**src/hdl/gllw_pkg.sv**
```systemverilog
// ----------------------------------------------------------------------------
// gllw_pkg
// Types, constants and codes shared by the glyph line wrap layout block.
// ----------------------------------------------------------------------------
`default_nettype none

package gllw_pkg;

   localparam int MAX_WORD_GLYPHS_DEF  = 31;
   localparam int GLYPH_INDEX_BITS_DEF = 12;
   localparam int BUF_DEPTH_LIMIT      = 31;

   localparam logic [22:0] WRAP_NO_LIMIT = 23'h7FFFFF;
   localparam logic signed [23:0] S24_MAX = 24'sh7FFFFF;
   localparam logic signed [23:0] S24_MIN = -24'sh800000;

   // Width of the shared adder operands and its raw sum.
   localparam int ALU_IN_BITS  = 26;
   localparam int ALU_OUT_BITS = 27;

   localparam int CSR_INDEX_BITS = 2;
   localparam int CSR_DATA_BITS  = 23;

   typedef enum logic [CSR_INDEX_BITS-1:0] {
      CSR_BREAK_MODE   = 2'd0,
      CSR_WRAP_WIDTH   = 2'd1,
      CSR_LINE_HEIGHT  = 2'd2,
      CSR_LINE_SPACING = 2'd3
   } csr_index_type;

   typedef enum logic [1:0] {
      BREAK_NONE   = 2'd0,
      BREAK_CHAR   = 2'd1,
      BREAK_WORD   = 2'd2,
      BREAK_UNUSED = 2'd3
   } break_mode_type;

   typedef enum logic [3:0] {
      ST_IDLE,
      ST_TEST_LEFT,
      ST_TEST_ADV,
      ST_LINE,
      ST_FLUSH_X,
      ST_FLUSH_Y,
      ST_FLUSH_ADV,
      ST_FLUSH_EMIT,
      ST_FLUSH_WAIT,
      ST_POS_X,
      ST_POS_Y1,
      ST_POS_Y2,
      ST_PEN,
      ST_EMIT
   } state_type;

   typedef struct packed {
      logic signed [15:0] inset_left;
      logic signed [15:0] inset_top;
      logic [15:0]        advance;
      logic               is_space;
      logic               is_final;
   } req_type;

   typedef struct packed {
      logic [11:0]        glyph_number;
      logic signed [23:0] pos_x;
      logic signed [23:0] pos_y;
      logic               is_reposition;
      logic               word_overflow;
      logic               last_of_run;
   } rsp_type;

   // One buffered glyph of the current word.
   typedef struct packed {
      logic [11:0]        num;
      logic signed [15:0] left;
      logic [15:0]        adv;
      logic signed [23:0] y;
   } entry_type;

endpackage

`default_nettype wire

```
**src/hdl/gllw_ram.sv**
```systemverilog
// ----------------------------------------------------------------------------
// gllw_ram
// Generic single write port, single read port RAM with registered read data.
// ----------------------------------------------------------------------------
`default_nettype none

module gllw_ram #(
   parameter int WIDTH = 8,
   parameter int DEPTH = 16,
   localparam int ADDR_BITS = (DEPTH > 1) ? $clog2(DEPTH) : 1
) (
   input  wire logic                 clock,
   input  wire logic                 wr_en,
   input  wire logic [ADDR_BITS-1:0] wr_addr,
   input  wire logic [WIDTH-1:0]     wr_data,
   input  wire logic [ADDR_BITS-1:0] rd_addr,
   output logic      [WIDTH-1:0]     rd_data
);

   logic [WIDTH-1:0] mem_ff [DEPTH];

   always_ff @(posedge clock) begin
      if (wr_en) begin
         mem_ff[wr_addr] <= wr_data;
      end
      rd_data <= mem_ff[rd_addr];
   end

endmodule

`default_nettype wire

```
**src/hdl/gllw_alu.sv**
```systemverilog
// ----------------------------------------------------------------------------
// gllw_alu
// Shared add/subtract unit with a raw sum and a 24-bit saturated sum.
// ----------------------------------------------------------------------------
`default_nettype none

module gllw_alu
   import gllw_pkg::*;
(
   input  wire logic signed [ALU_IN_BITS-1:0]  op_a,
   input  wire logic signed [ALU_IN_BITS-1:0]  op_b,
   input  wire logic                           sub,
   output logic signed      [ALU_OUT_BITS-1:0] sum_raw,
   output logic signed      [23:0]             sum_sat
);

   logic signed [ALU_OUT_BITS-1:0] a_ext;
   logic signed [ALU_OUT_BITS-1:0] b_ext;

   always_comb begin
      a_ext   = ALU_OUT_BITS'(op_a);
      b_ext   = ALU_OUT_BITS'(op_b);
      sum_raw = sub ? (a_ext - b_ext) : (a_ext + b_ext);
      // clamp to the 24-bit signed range
      if (sum_raw > ALU_OUT_BITS'(S24_MAX)) begin
         sum_sat = S24_MAX;
      end else if (sum_raw < ALU_OUT_BITS'(S24_MIN)) begin
         sum_sat = S24_MIN;
      end else begin
         sum_sat = sum_raw[23:0];
      end
   end

endmodule

`default_nettype wire

```
**src/hdl/glyph_line_wrap_layout.sv**
```systemverilog
// ----------------------------------------------------------------------------
// glyph_line_wrap_layout
// Greedy line wrap layout: glyph metrics in, pen positions out.
// ----------------------------------------------------------------------------
// Each glyph transaction yields its pen position in signed Q15.8 pixels. In
// word mode a space or final glyph that crosses the wrap width first emits
// repositions for the buffered word, then the glyph itself; last_of_run marks
// the final result of a glyph. One sequencer drives one shared saturating
// adder: a glyph runs the width test, a new-line step on a wrap, a pass per
// flushed glyph, then position, pen and emit, held by any output stall. The
// block is stalled while a glyph is in work. The word buffer is a RAM with
// registered read; it needs no clearing after reset. Configuration writes are
// always accepted and must be made while the block is idle.
// ----------------------------------------------------------------------------
`default_nettype none

module glyph_line_wrap_layout
   import gllw_pkg::*;
#(
   parameter int MAX_WORD_GLYPHS  = MAX_WORD_GLYPHS_DEF,
   parameter int GLYPH_INDEX_BITS = GLYPH_INDEX_BITS_DEF
) (
   input  wire logic                      clock,
   input  wire logic                      reset,
   input  wire logic                      req_valid,
   output logic                           req_stall,
   input  wire req_type                   req_data,
   output logic                           rsp_valid,
   input  wire logic                      rsp_stall,
   output rsp_type                        rsp_data,
   input  wire logic                      csr_valid,
   output logic                           csr_ready,
   input  wire logic [CSR_INDEX_BITS-1:0] csr_index,
   input  wire logic [CSR_DATA_BITS-1:0]  csr_data
);

   localparam int BUF_DEPTH = (MAX_WORD_GLYPHS > BUF_DEPTH_LIMIT) ?
                              BUF_DEPTH_LIMIT : MAX_WORD_GLYPHS;
   localparam int WC_BITS   = $clog2(BUF_DEPTH + 1);
   localparam int IDX_BITS  = (BUF_DEPTH > 1) ? $clog2(BUF_DEPTH) : 1;

   // configuration
   logic [1:0]  break_mode_ff;
   logic [22:0] wrap_width_ff;
   logic [15:0] line_height_ff;
   logic [15:0] line_spacing_ff;
   logic [16:0] line_step;

   // layout state
   state_type                     state_ff, state_in;
   logic signed [23:0]            pen_x_ff;
   logic signed [23:0]            line_y_ff;
   logic [GLYPH_INDEX_BITS-1:0]   glyph_counter_ff;
   logic [WC_BITS-1:0]            word_count_ff;
   logic                          word_ovf_ff;
   logic [WC_BITS-1:0]            idx_ff;

   // per-glyph work registers
   req_type                       glyph_ff;
   logic [11:0]                   num_ff;
   logic signed [ALU_IN_BITS-1:0] tmp_ff;
   logic signed [23:0]            px_ff;
   logic signed [23:0]            py_ff;
   logic signed [23:0]            fx_ff;
   logic signed [23:0]            fy_ff;
   logic                          push_ff;
   logic                          word_end_ff;
   logic                          flush_ff;

   // output register
   logic    rsp_valid_ff;
   rsp_type rsp_ff;
   logic    out_free;
   logic    emit_now;

   // shared unit
   logic signed [ALU_IN_BITS-1:0]  alu_a;
   logic signed [ALU_IN_BITS-1:0]  alu_b;
   logic                           alu_sub;
   logic signed [ALU_OUT_BITS-1:0] alu_raw;
   logic signed [23:0]             alu_sat;

   // word buffer
   logic                    ram_wr_en;
   logic [IDX_BITS-1:0]     ram_wr_addr;
   entry_type               ram_wr_entry;
   logic [$bits(entry_type)-1:0] ram_rd_data;
   entry_type               ent;

   logic                    exceeds;
   logic                    is_break;
   logic                    wrap_now;
   logic                    word_mode;
   logic                    word_full;
   logic [WC_BITS-1:0]      idx_next;
   logic signed [ALU_OUT_BITS-1:0] wrap_ext;

   assign line_step = 17'(line_height_ff) + 17'(line_spacing_ff);
   assign ent       = entry_type'(ram_rd_data);
   assign out_free  = !rsp_valid_ff || !rsp_stall;
   assign emit_now  = out_free && ((state_ff == ST_FLUSH_EMIT) || (state_ff == ST_EMIT));
   assign idx_next  = idx_ff + WC_BITS'(1);
   assign wrap_ext  = ALU_OUT_BITS'(wrap_width_ff);
   assign exceeds   = (wrap_width_ff != WRAP_NO_LIMIT) && (alu_raw >= wrap_ext);
   assign is_break  = glyph_ff.is_space || glyph_ff.is_final;
   assign word_mode = (break_mode_ff == BREAK_WORD);
   assign word_full = (word_count_ff >= WC_BITS'(BUF_DEPTH));

   assign req_stall = (state_ff != ST_IDLE);
   assign csr_ready = 1'b1;
   assign rsp_valid = rsp_valid_ff;
   assign rsp_data  = rsp_ff;

   gllw_alu u_alu (
      .op_a    (alu_a),
      .op_b    (alu_b),
      .sub     (alu_sub),
      .sum_raw (alu_raw),
      .sum_sat (alu_sat)
   );

   gllw_ram #(
      .WIDTH ($bits(entry_type)),
      .DEPTH (BUF_DEPTH)
   ) u_word_ram (
      .clock   (clock),
      .wr_en   (ram_wr_en),
      .wr_addr (ram_wr_addr),
      .wr_data (ram_wr_entry),
      .rd_addr (idx_ff[IDX_BITS-1:0]),
      .rd_data (ram_rd_data)
   );

   // configuration writes
   always_ff @(posedge clock) begin
      if (reset) begin
         break_mode_ff   <= BREAK_NONE;
         wrap_width_ff   <= WRAP_NO_LIMIT;
         line_height_ff  <= '0;
         line_spacing_ff <= '0;
      end else if (csr_valid && csr_ready) begin
         case (csr_index_type'(csr_index))
            CSR_BREAK_MODE:   break_mode_ff   <= csr_data[1:0];
            CSR_WRAP_WIDTH:   wrap_width_ff   <= csr_data;
            CSR_LINE_HEIGHT:  line_height_ff  <= csr_data[15:0];
            CSR_LINE_SPACING: line_spacing_ff <= csr_data[15:0];
            default: ;
         endcase
      end
   end

   // wrap decision at the end of the width test
   always_comb begin
      wrap_now = 1'b0;
      case (break_mode_type'(break_mode_ff))
         BREAK_WORD: wrap_now = is_break && exceeds;
         BREAK_CHAR: wrap_now = exceeds;
         default:    wrap_now = 1'b0;
      endcase
   end

   // sequencer: next state, shared unit operands, buffer writes
   always_comb begin
      state_in     = state_ff;
      alu_a        = '0;
      alu_b        = '0;
      alu_sub      = 1'b0;
      ram_wr_en    = 1'b0;
      ram_wr_addr  = idx_ff[IDX_BITS-1:0];
      ram_wr_entry = ent;
      case (state_ff)
         ST_IDLE: begin
            if (req_valid) begin
               state_in = ST_TEST_LEFT;
            end
         end
         ST_TEST_LEFT: begin
            alu_a    = ALU_IN_BITS'(pen_x_ff);
            alu_b    = ALU_IN_BITS'(glyph_ff.inset_left);
            state_in = ST_TEST_ADV;
         end
         ST_TEST_ADV: begin
            alu_a    = tmp_ff;
            alu_b    = ALU_IN_BITS'(glyph_ff.advance);
            state_in = wrap_now ? ST_LINE : ST_POS_X;
         end
         ST_LINE: begin
            alu_a = ALU_IN_BITS'(line_y_ff);
            alu_b = ALU_IN_BITS'(line_step);
            if (flush_ff && (word_count_ff != '0)) begin
               state_in = ST_FLUSH_X;
            end else begin
               state_in = ST_POS_X;
            end
         end
         ST_FLUSH_X: begin
            alu_a    = ALU_IN_BITS'(pen_x_ff);
            alu_b    = ALU_IN_BITS'(ent.left);
            state_in = ST_FLUSH_Y;
         end
         ST_FLUSH_Y: begin
            alu_a          = ALU_IN_BITS'(ent.y);
            alu_b          = ALU_IN_BITS'(line_step);
            ram_wr_en      = 1'b1;
            ram_wr_entry.y = alu_sat;
            state_in       = ST_FLUSH_ADV;
         end
         ST_FLUSH_ADV: begin
            alu_a    = ALU_IN_BITS'(fx_ff);
            alu_b    = ALU_IN_BITS'(ent.adv);
            state_in = ST_FLUSH_EMIT;
         end
         ST_FLUSH_EMIT: begin
            if (out_free) begin
               state_in = (idx_next == word_count_ff) ? ST_POS_X : ST_FLUSH_WAIT;
            end
         end
         ST_FLUSH_WAIT: begin
            state_in = ST_FLUSH_X;
         end
         ST_POS_X: begin
            alu_a    = ALU_IN_BITS'(pen_x_ff);
            alu_b    = ALU_IN_BITS'(glyph_ff.inset_left);
            state_in = ST_POS_Y1;
         end
         ST_POS_Y1: begin
            alu_a    = ALU_IN_BITS'(line_y_ff);
            alu_b    = ALU_IN_BITS'(line_height_ff);
            state_in = ST_POS_Y2;
         end
         ST_POS_Y2: begin
            alu_a    = tmp_ff;
            alu_b    = ALU_IN_BITS'(glyph_ff.inset_top);
            alu_sub  = 1'b1;
            state_in = ST_PEN;
         end
         ST_PEN: begin
            alu_a             = ALU_IN_BITS'(px_ff);
            alu_b             = ALU_IN_BITS'(glyph_ff.advance);
            ram_wr_en         = push_ff;
            ram_wr_addr       = word_count_ff[IDX_BITS-1:0];
            ram_wr_entry.num  = num_ff;
            ram_wr_entry.left = glyph_ff.inset_left;
            ram_wr_entry.adv  = glyph_ff.advance;
            ram_wr_entry.y    = py_ff;
            state_in          = ST_EMIT;
         end
         ST_EMIT: begin
            if (out_free) begin
               state_in = ST_IDLE;
            end
         end
         default: state_in = ST_IDLE;
      endcase
   end

   always_ff @(posedge clock) begin
      if (reset) begin
         state_ff <= ST_IDLE;
      end else begin
         state_ff <= state_in;
      end
   end

   // layout state and datapath
   always_ff @(posedge clock) begin
      if (reset) begin
         pen_x_ff         <= '0;
         line_y_ff        <= '0;
         glyph_counter_ff <= '0;
         word_count_ff    <= '0;
         word_ovf_ff      <= 1'b0;
         idx_ff           <= '0;
         push_ff          <= 1'b0;
         word_end_ff      <= 1'b0;
         flush_ff         <= 1'b0;
         rsp_valid_ff     <= 1'b0;
      end else begin
         // raise on a new result, drop once it is taken
         if (emit_now) begin
            rsp_valid_ff <= 1'b1;
         end else if (rsp_valid_ff && !rsp_stall) begin
            rsp_valid_ff <= 1'b0;
         end
         case (state_ff)
            ST_IDLE: begin
               if (req_valid) begin
                  glyph_ff <= req_data;
                  num_ff   <= 12'(glyph_counter_ff);
                  idx_ff   <= '0;
               end
            end
            ST_TEST_LEFT: begin
               tmp_ff <= ALU_IN_BITS'(alu_raw);
            end
            ST_TEST_ADV: begin
               push_ff     <= word_mode && !is_break && !word_full;
               word_end_ff <= word_mode && is_break;
               flush_ff    <= word_mode && is_break && exceeds;
               if (word_mode && !is_break && word_full) begin
                  word_ovf_ff <= 1'b1;
               end
               if (wrap_now) begin
                  pen_x_ff <= '0;
               end
            end
            ST_LINE: begin
               line_y_ff <= alu_sat;
            end
            ST_FLUSH_X: begin
               fx_ff <= alu_sat;
            end
            ST_FLUSH_Y: begin
               fy_ff <= alu_sat;
            end
            ST_FLUSH_ADV: begin
               pen_x_ff <= alu_sat;
            end
            ST_FLUSH_EMIT: begin
               if (out_free) begin
                  rsp_ff.glyph_number  <= ent.num;
                  rsp_ff.pos_x         <= fx_ff;
                  rsp_ff.pos_y         <= fy_ff;
                  rsp_ff.is_reposition <= 1'b1;
                  rsp_ff.word_overflow <= word_ovf_ff;
                  rsp_ff.last_of_run   <= 1'b0;
                  idx_ff               <= idx_next;
               end
            end
            ST_POS_X: begin
               px_ff <= alu_sat;
            end
            ST_POS_Y1: begin
               tmp_ff <= ALU_IN_BITS'(alu_raw);
            end
            ST_POS_Y2: begin
               py_ff <= alu_sat;
            end
            ST_PEN: begin
               pen_x_ff <= alu_sat;
               if (push_ff) begin
                  word_count_ff <= word_count_ff + WC_BITS'(1);
               end
            end
            ST_EMIT: begin
               if (out_free) begin
                  rsp_ff.glyph_number  <= num_ff;
                  rsp_ff.pos_x         <= px_ff;
                  rsp_ff.pos_y         <= py_ff;
                  rsp_ff.is_reposition <= 1'b0;
                  rsp_ff.word_overflow <= word_ovf_ff;
                  rsp_ff.last_of_run   <= 1'b1;
                  // end of text: return the layout state to its reset values
                  if (glyph_ff.is_final) begin
                     pen_x_ff         <= '0;
                     line_y_ff        <= '0;
                     glyph_counter_ff <= '0;
                     word_count_ff    <= '0;
                     word_ovf_ff      <= 1'b0;
                  end else begin
                     glyph_counter_ff <= glyph_counter_ff + GLYPH_INDEX_BITS'(1);
                     if (word_end_ff) begin
                        word_count_ff <= '0;
                        word_ovf_ff   <= 1'b0;
                     end
                  end
               end
            end
            default: ;
         endcase
      end
   end

endmodule

`default_nettype wire

```
**config.mk**
```make
export PLATFORM = sky130hd
export DESIGN_NAME = glyph_line_wrap_layout
export DESIGN_NICKNAME = d
export VERILOG_FILES = /design/src/hdl/gllw_pkg.sv /design/src/hdl/gllw_ram.sv /design/src/hdl/gllw_alu.sv /design/src/hdl/glyph_line_wrap_layout.sv
export SDC_FILE = /design/constraint.sdc
export NUM_CORES = 2
export LEC_CHECK = 0
export BUFFER_PORTS_ARGS = -buffer_cell sky130_fd_sc_hd__buf_2
export CAP_MARGIN = 15
export CORE_AREA = 2 2 425 427
export DETAILED_ROUTE_END_ITERATION = 8
export DIE_AREA = 0 0 427 429
export GPL_ROUTABILITY_DRIVEN = 0
export PLACE_DENSITY = 0.77
export REMOVE_ABC_BUFFERS = 1
export SYNTH_ARGS = -nofsm -noshare
export SYNTH_HDL_FRONTEND = slang
export SYNTH_HIERARCHICAL = 1
export SYNTH_SLANG_ARGS = --single-unit
```
**constraint.sdc**
```tcl
create_clock -name clock -period 7.4 [get_ports clock]
set_input_delay 1.48 -clock clock [delete_from_list [all_inputs] [get_ports clock]]
set_output_delay 1.48 -clock clock [all_outputs]
set_load 0.02 [all_outputs]
```
Word-level counts from Yosys, hierarchy flattened
Memory sizes are Yosys's and may differ from the RTL's. A register that Yosys moved wholly into a read port is not among the register bits.
Cells that the tools add are included.
{"block": "classes", "add_sub_neg": 6, "mul": 0, "div": 0, "order_cmp": 4, "n_eq_ne": 28, "shifts": 0, "n_mux": 44, "n_bitwise": 1, "reduce_logical": 54}
{"operator": "case mux 26 bit (7 select lines)", "count": 1}
{"operator": "case mux 26 bit (6 select lines)", "count": 1}
{"operator": "two-way mux 63 bit", "count": 2}
{"operator": "case mux 63 bit (2 select lines)", "count": 1}
{"operator": "two-way mux 24 bit", "count": 5}
{"operator": "case mux 24 bit (2 select lines)", "count": 2}
{"operator": "case mux 24 bit (3 select lines)", "count": 1}
{"operator": "case mux 4 bit (14 select lines)", "count": 1}
{"operator": "two-way mux 44 bit", "count": 1}
{"operator": "two-way mux 5 bit", "count": 7}
{"operator": "adder 26 x 26 -> 27 bit", "count": 1}
{"operator": "greater-or-equal comparator 27 x 24 -> 1 bit", "count": 1}
{"operator": "> comparator 27 x 24 -> 1 bit, second input constant", "count": 1}
{"operator": "less-than comparator 27 x 24 -> 1 bit, second input constant", "count": 1}
{"operator": "two-way mux 27 bit", "count": 1}
{"operator": "subtractor 26 x 26 -> 27 bit", "count": 1}
{"operator": "== test 4 bit, second input constant", "count": 6}
{"operator": "inequality test 23 bit, second input constant", "count": 1}
{"operator": "two-way mux 4 bit", "count": 5}
{"operator": "case mux 5 bit (2 select lines)", "count": 2}
{"operator": "AND reduction 2 bit", "count": 10}
{"operator": "adder 16 x 16 -> 17 bit", "count": 1}
{"operator": "== test 4 x 3 -> 1 bit, second input constant", "count": 4}
{"operator": "AND reduction 4 bit", "count": 4}
{"operator": "other kinds (26)", "count": 76}
{"block": "word_totals", "reg_bits": 383, "latch_bits": 0, "mem_bits_rw": 2108, "mem_bits_ro": 0, "inputBits": 80, "memories": 1}
{"name": "u_word_ram.mem_ff", "words": 31, "word_bits": 68, "rd": 1, "rd_clocked_by_memory_dff": 1, "wr": 1, "line_no": "gllw_ram.sv:20", "rtl": "logic [WIDTH-1:0] mem_ff [DEPTH];"}

Longest topological paths before layout
{"block": "logic_depth", "depth_word": 11, "ltp_mapped": 34}

Cells and area by module
The synthesis kept the hierarchy.
{"mod": "gllw_ram", "n_inst": 1, "cells_per_inst": 3839, "area_each_um2": 81557.0, "seq_area_each_um2": 64662.0}
{"mod": "glyph_line_wrap_layout", "n_inst": 1, "cells_per_inst": 1583, "area_each_um2": 17160.2, "seq_area_each_um2": 10139.7}
{"mod": "gllw_alu", "n_inst": 1, "cells_per_inst": 363, "area_each_um2": 2526.2, "seq_area_each_um2": 0.0}

Worst setup path after synthesis
Ideal clock, no wire load.
{"block": "synth_path", "path_kind": "input-to-reg", "from": "in reset", "to": "reg rsp_ff (netlist bit rsp_data[0]), enable pin", "setup_time_ns": 0.578, "t_arrival_ns": 6.549, "required_time_ns": 6.822, "setup_slack_ns": 0.273, "path_stages": 3, "n_path_buf": 2, "cell_sequence": "clkbuf_1 > clkbuf_1 > a211oi_1"}
{"block": "synth_via", "elab_chain_len": 2}
{"element": "start, declared", "line_no": "glyph_line_wrap_layout.sv:24", "rtl": "input wire logic reset,"}
{"element": "inverter 1 bit (no line)"}
{"element": "AND reduction 4 bit (no line)"}
{"element": "end, declared", "line_no": "glyph_line_wrap_layout.sv:72", "rtl": "rsp_type rsp_ff;"}
No other way between the ends.
A chain may end at the register's enable or synchronous reset.

Worst setup path in the final report
{"block": "layout_path", "from": "reg line_height_ff[0]", "to": "reg pen_x_ff[12]"}
{"block": "layout_via", "elab_chain_len": 10}
{"element": "start, declared", "line_no": "glyph_line_wrap_layout.sv:45", "rtl": "logic [15:0] line_height_ff;"}
{"element": "start signal, assigned", "line_no": "glyph_line_wrap_layout.sv:145", "rtl": "CSR_LINE_HEIGHT: line_height_ff <= csr_data[15:0];"}
{"element": "adder 16 x 16 -> 17 bit (*)", "line_no": "glyph_line_wrap_layout.sv:98", "rtl": "assign line_step = 17'(line_height_ff) + 17'(line_spacing_ff);"}
{"element": "case mux 26 bit (7 select lines) (*)", "line_no": "glyph_line_wrap_layout.sv:171", "rtl": "case (state_ff)"}
{"element": "via alu_b[4]", "line_no": "glyph_line_wrap_layout.sv:78", "rtl": "logic signed [ALU_IN_BITS-1:0] alu_b;"}
{"element": "adder 26 x 26 -> 27 bit or subtractor 26 x 26 -> 27 bit (tied branches)", "line_no": "gllw_alu.sv:23", "rtl": "sum_raw = sub ? (a_ext - b_ext) : (a_ext + b_ext);"}
{"element": "two-way mux 27 bit (*)", "line_no": "gllw_alu.sv:23"}
{"element": "via alu_raw[23]", "line_no": "glyph_line_wrap_layout.sv:80", "rtl": "logic signed [ALU_OUT_BITS-1:0] alu_raw;"}
{"element": "greater-or-equal comparator 27 x 24 -> 1 bit", "line_no": "glyph_line_wrap_layout.sv:104", "rtl": "assign exceeds = (wrap_width_ff != WRAP_NO_LIMIT) && (alu_raw >= wrap_ext);"}
{"element": "logical AND 1 bit", "line_no": "glyph_line_wrap_layout.sv:104"}
{"element": "logical AND 1 bit", "line_no": "glyph_line_wrap_layout.sv:156", "rtl": "BREAK_WORD: wrap_now = is_break && exceeds;"}
{"element": "case mux 1 bit (2 select lines)", "line_no": "glyph_line_wrap_layout.sv:155", "rtl": "case (break_mode_type'(break_mode_ff))"}
{"element": "inequality test 2 bit (no line)"}
{"element": "AND reduction 4 bit (no line)"}
{"element": "end signal, assigned", "line_no": "glyph_line_wrap_layout.sv:317", "rtl": "pen_x_ff <= alu_sat;"}
{"element": "end signal, assigned", "line_no": "glyph_line_wrap_layout.sv:340", "rtl": "pen_x_ff <= alu_sat;"}
{"element": "end, declared", "line_no": "glyph_line_wrap_layout.sv:51", "rtl": "logic signed [23:0] pen_x_ff;"}
Mark *: on every way through the listed nets, which the timed path passes. The rest lies on a longest branch.

==> metrics.cfg <==
[status]
status = finished clean

[critical_path]
required_ns = 8.14
cp-end-kind = register
slowest_stage = or4_4
crit_arrival_ns = 7.89
slowest_delay_ns = 0.58
criticalPathCategory = register to register
path_max_fanout = 24
critPathLaunchType = register

[hold_path]
hold_class = register to register

[drt]
dr_total_vias = 59650
wl_mm = 294.5
drtIter0Drc = 10110
postRouteAntennaNets = 0
route.detailed.drc = 0
via_per_inst = 6.878
firstDrtPassIters = 9
post_drt_wl_per_cell_um = 33.96

[clock_tree]
clk_latency_ns = 0.91
h-tree-depth = 4
clockBufferDepth = 3
cts_buffers = 236
clock-sinks = 2559
cts.root.buffer_cell = clkbuf_16
cts_tree = built
clkSlewWorstSetupHoldPaths_ns = 0.07
hold_buffers = 0

[yosys]
synthCells = 5785
syn_area_per_cell_um2 = 17.50
yosysUniqueCellTypes = 103
ys_ff_latch = 2559
async_flop_share_pct = 0
yosys_warnings = 6
ys_seq_area_share_pct = 73.88
synth_edf_count = 2355
ys.flop_type = edfxtp_1
synth_area_um2 = 101200

[pwr]
ir_worst_vdd_mv = 0.3714
p_leak_nw = 36.05
p_per_area_nw_per_um2 = 318.7
power_w = 0.03639

[sta]
clock.fmax_ghz = 0.1398
tightest_slew_ns = 1.268
max-slew-margin-rel_pct = 14.84
finalSetupViolCount = 0
skew_ns = 0.07709
setup_slack_ns = 0.2495
fin_crit_ns = 7.151
whs_ns = 0.4635
drv_slew = 0
hold_viol = 0
rsz0062_at_grt = true
finalCritPeriodShare_pct = 96.63

[grt]
grt-busiest-layer = met2
grt_util_met3_pct = 7.612
overflow = 0
grt.total_usage_pct = 32.04
antenna_found_initial = 27
gr-usage-met1_pct = 41.71
use_met2_pct = 48.94
grt_first_pass_wirelength_mm = 415.2
grt_max_degree = 148
grt_pass1_vias = 57930

[final_layout]
fillers = 11700
area_growth_pct = 12.79
finalNetCount = 6240
drive_gt1_share_pct = 19.07
stdcell_area_um2 = 114200

[die]
pin_count = 146
num_rows = 155
fp.dieW_um = 427
die_h_um = 429
start_util_pct = 56.87
die-area_um2 = 183200
core_area_um2 = 178000

[placement]
port_buffers = 144
dp_worst_setup_slack_ns = 0.1190
dpl.hpwl_mm = 166.9
placed_cell_area_um2 = 105900

[run]
drv_cap = 0

==> flip-flops by register name, indices dropped and copies added (netlist names), 2 cells and up <==
register	flops
idx_ff	5
wrap_width_ff	23
glyph_ff	50
line_height_ff	16
px_ff	24
fx_ff	24
line_y_ff	24
py_ff	24
u_word_ram/rd_data	68
break_mode_ff	2
u_word_ram/mem_ff	2108
rsp_data	63
glyph_counter_ff	12
fy_ff	24
line_spacing_ff	16
pen_x_ff	24
tmp_ff	26
num_ff	12
state_ff	4
word_count_ff	5
==> critical path, delay by kind of cell (launching register included) <==
| family | cells | cell delay, ns |
|---|---|---|
| AO/OA/AOI/OAI | 6 | 1.13 |
| XOR/XNOR | 2 | 0.26 |
| adder cells (fa/ha/maj) | 3 | 0.94 |
| buffers and inverters | 2 | 0.27 |
| flip-flops | 1 | 0.36 |
| AND/OR/NAND/NOR | 17 | 4.02 |
==> report_power, final <==
group / internal (W) / switching [W]
Clock: 0.00716 / 0.00535
Combinational: 0.00217 / 0.00461
Sequential: 0.0169 / 0.000236
Total: 0.0262 / 0.0102
==> per-layer routing <==
metal  up-vias  wire [µm]
met4         4      21990
met3       977      38120
li1      23940          -
met1     30040      99490
met5         -         27
met2      4688     134900
==> layout make-up <==
class                   count  area, µm²  area share (%)
diodes                     21      52.55         0.04602
multi-input cells        2843      25170           22.04
well taps                2355       2947           2.580
flip-flops and latches   2559      74820           65.52
clock inverters           135       1569           1.374
inverters                  61      231.5          0.2027
repair buffers            384       2878           2.520
clock buffers             315       6528           5.716
==> synth_stat cells (15+ instances only) <==
cell type  instances  area [µm²]
a222oi_1          47       470.5
dfxtp_1          204        4084
inv_1             54       202.7
o211ai_1          36       270.3
nor3_1            76       380.4
a22oi_1          282        2117
nand2b_1          15       93.84
edfxtp_1        2355       70720
clkbuf_1         165       619.3
xor2_1            24       210.2
nand4_1           61       381.6
ha_1              73       913.4
buf_1             16       60.06
mux2i_1          401        4014
buf_2             85       425.4
xnor2_1           50       437.9
nand2_1          461        1730
mux4_2           302        6802
o21ai_1           25       125.1
o22ai_1           72       450.4
nor2b_1           54       337.8
a221oi_1          26       227.7
nand3_1           45       225.2
a211oi_1          83       623.1
mux2_1            67       754.5
a21o_1            18       135.1
nand3b_1          15       112.6
a22o_1            31       271.5
a21oi_1          146       730.7
buf_4             43       322.8
a31oi_1           18       112.6
o21ai_0           58       290.3
nor2_1           164       615.6
==> cell families after synthesis <==
group                    share of synthesized area, %
XOR/XNOR                                       0.6562
other                                        0.003704
multiplexers                                    11.57
flip-flops                                      73.88
AND/OR/NAND/NOR                                 4.617
AO/OA/AOI/OAI                                   6.545
adder cells (fa/ha/maj)                        0.9417
buffers and inverters                           1.781
==> worst paths after layout <==
path / startpoint / end / slack [ns] / cells after the start
max: line_height_ff[0] / pen_x_ff[12] / 0.25 / 30
min: glyph_counter_ff[11] / num_ff[11] / 0.46 / 0
max reg2reg: line_height_ff[0] / pen_x_ff[12] / 0.25 / 30
min reg2reg: glyph_counter_ff[11] / num_ff[11] / 0.46 / 0
==> layout by cell type, fill, tap and decap left out, types with 36 or more instances in the layout <==
cell / instances
edfxtp_1: 2355
nand2_1: 458
mux2i_1: 401
mux4_2: 302
a22oi_1: 282
clkbuf_16: 240
buf_4: 213
dfxtp_1: 198
buf_2: 143
a21oi_1: 142
nor2_1: 125
a211oi_1: 80
o22ai_1: 72
ha_1: 72
nor3_1: 71
mux2_1: 67
nand4_1: 61
o21ai_0: 58
inv_1: 53
nor2b_1: 51
clkbuf_1: 51
clkinv_2: 49
xnor2_1: 49
a222oi_1: 47
nand3_1: 45
o211ai_1: 36
==> through the flow <==
stage	utilization [%]	std cells	TNS [ns]
detailed placement	59.46	8194	0
floorplan	-	5463	-
CTS	64.01	8644	0
global placement	59.46	8194	0
global route	64.13	8668	-0.5994
finish	64.14	8673	0
==> what timing repair did <==
item	CTS	global route
setup buffers	0	6
gates resized for setup	0	19
hold endpoints to repair	0	0
endpoints found under the setup margin	0	625
Power figures use the tool's default switching activity.
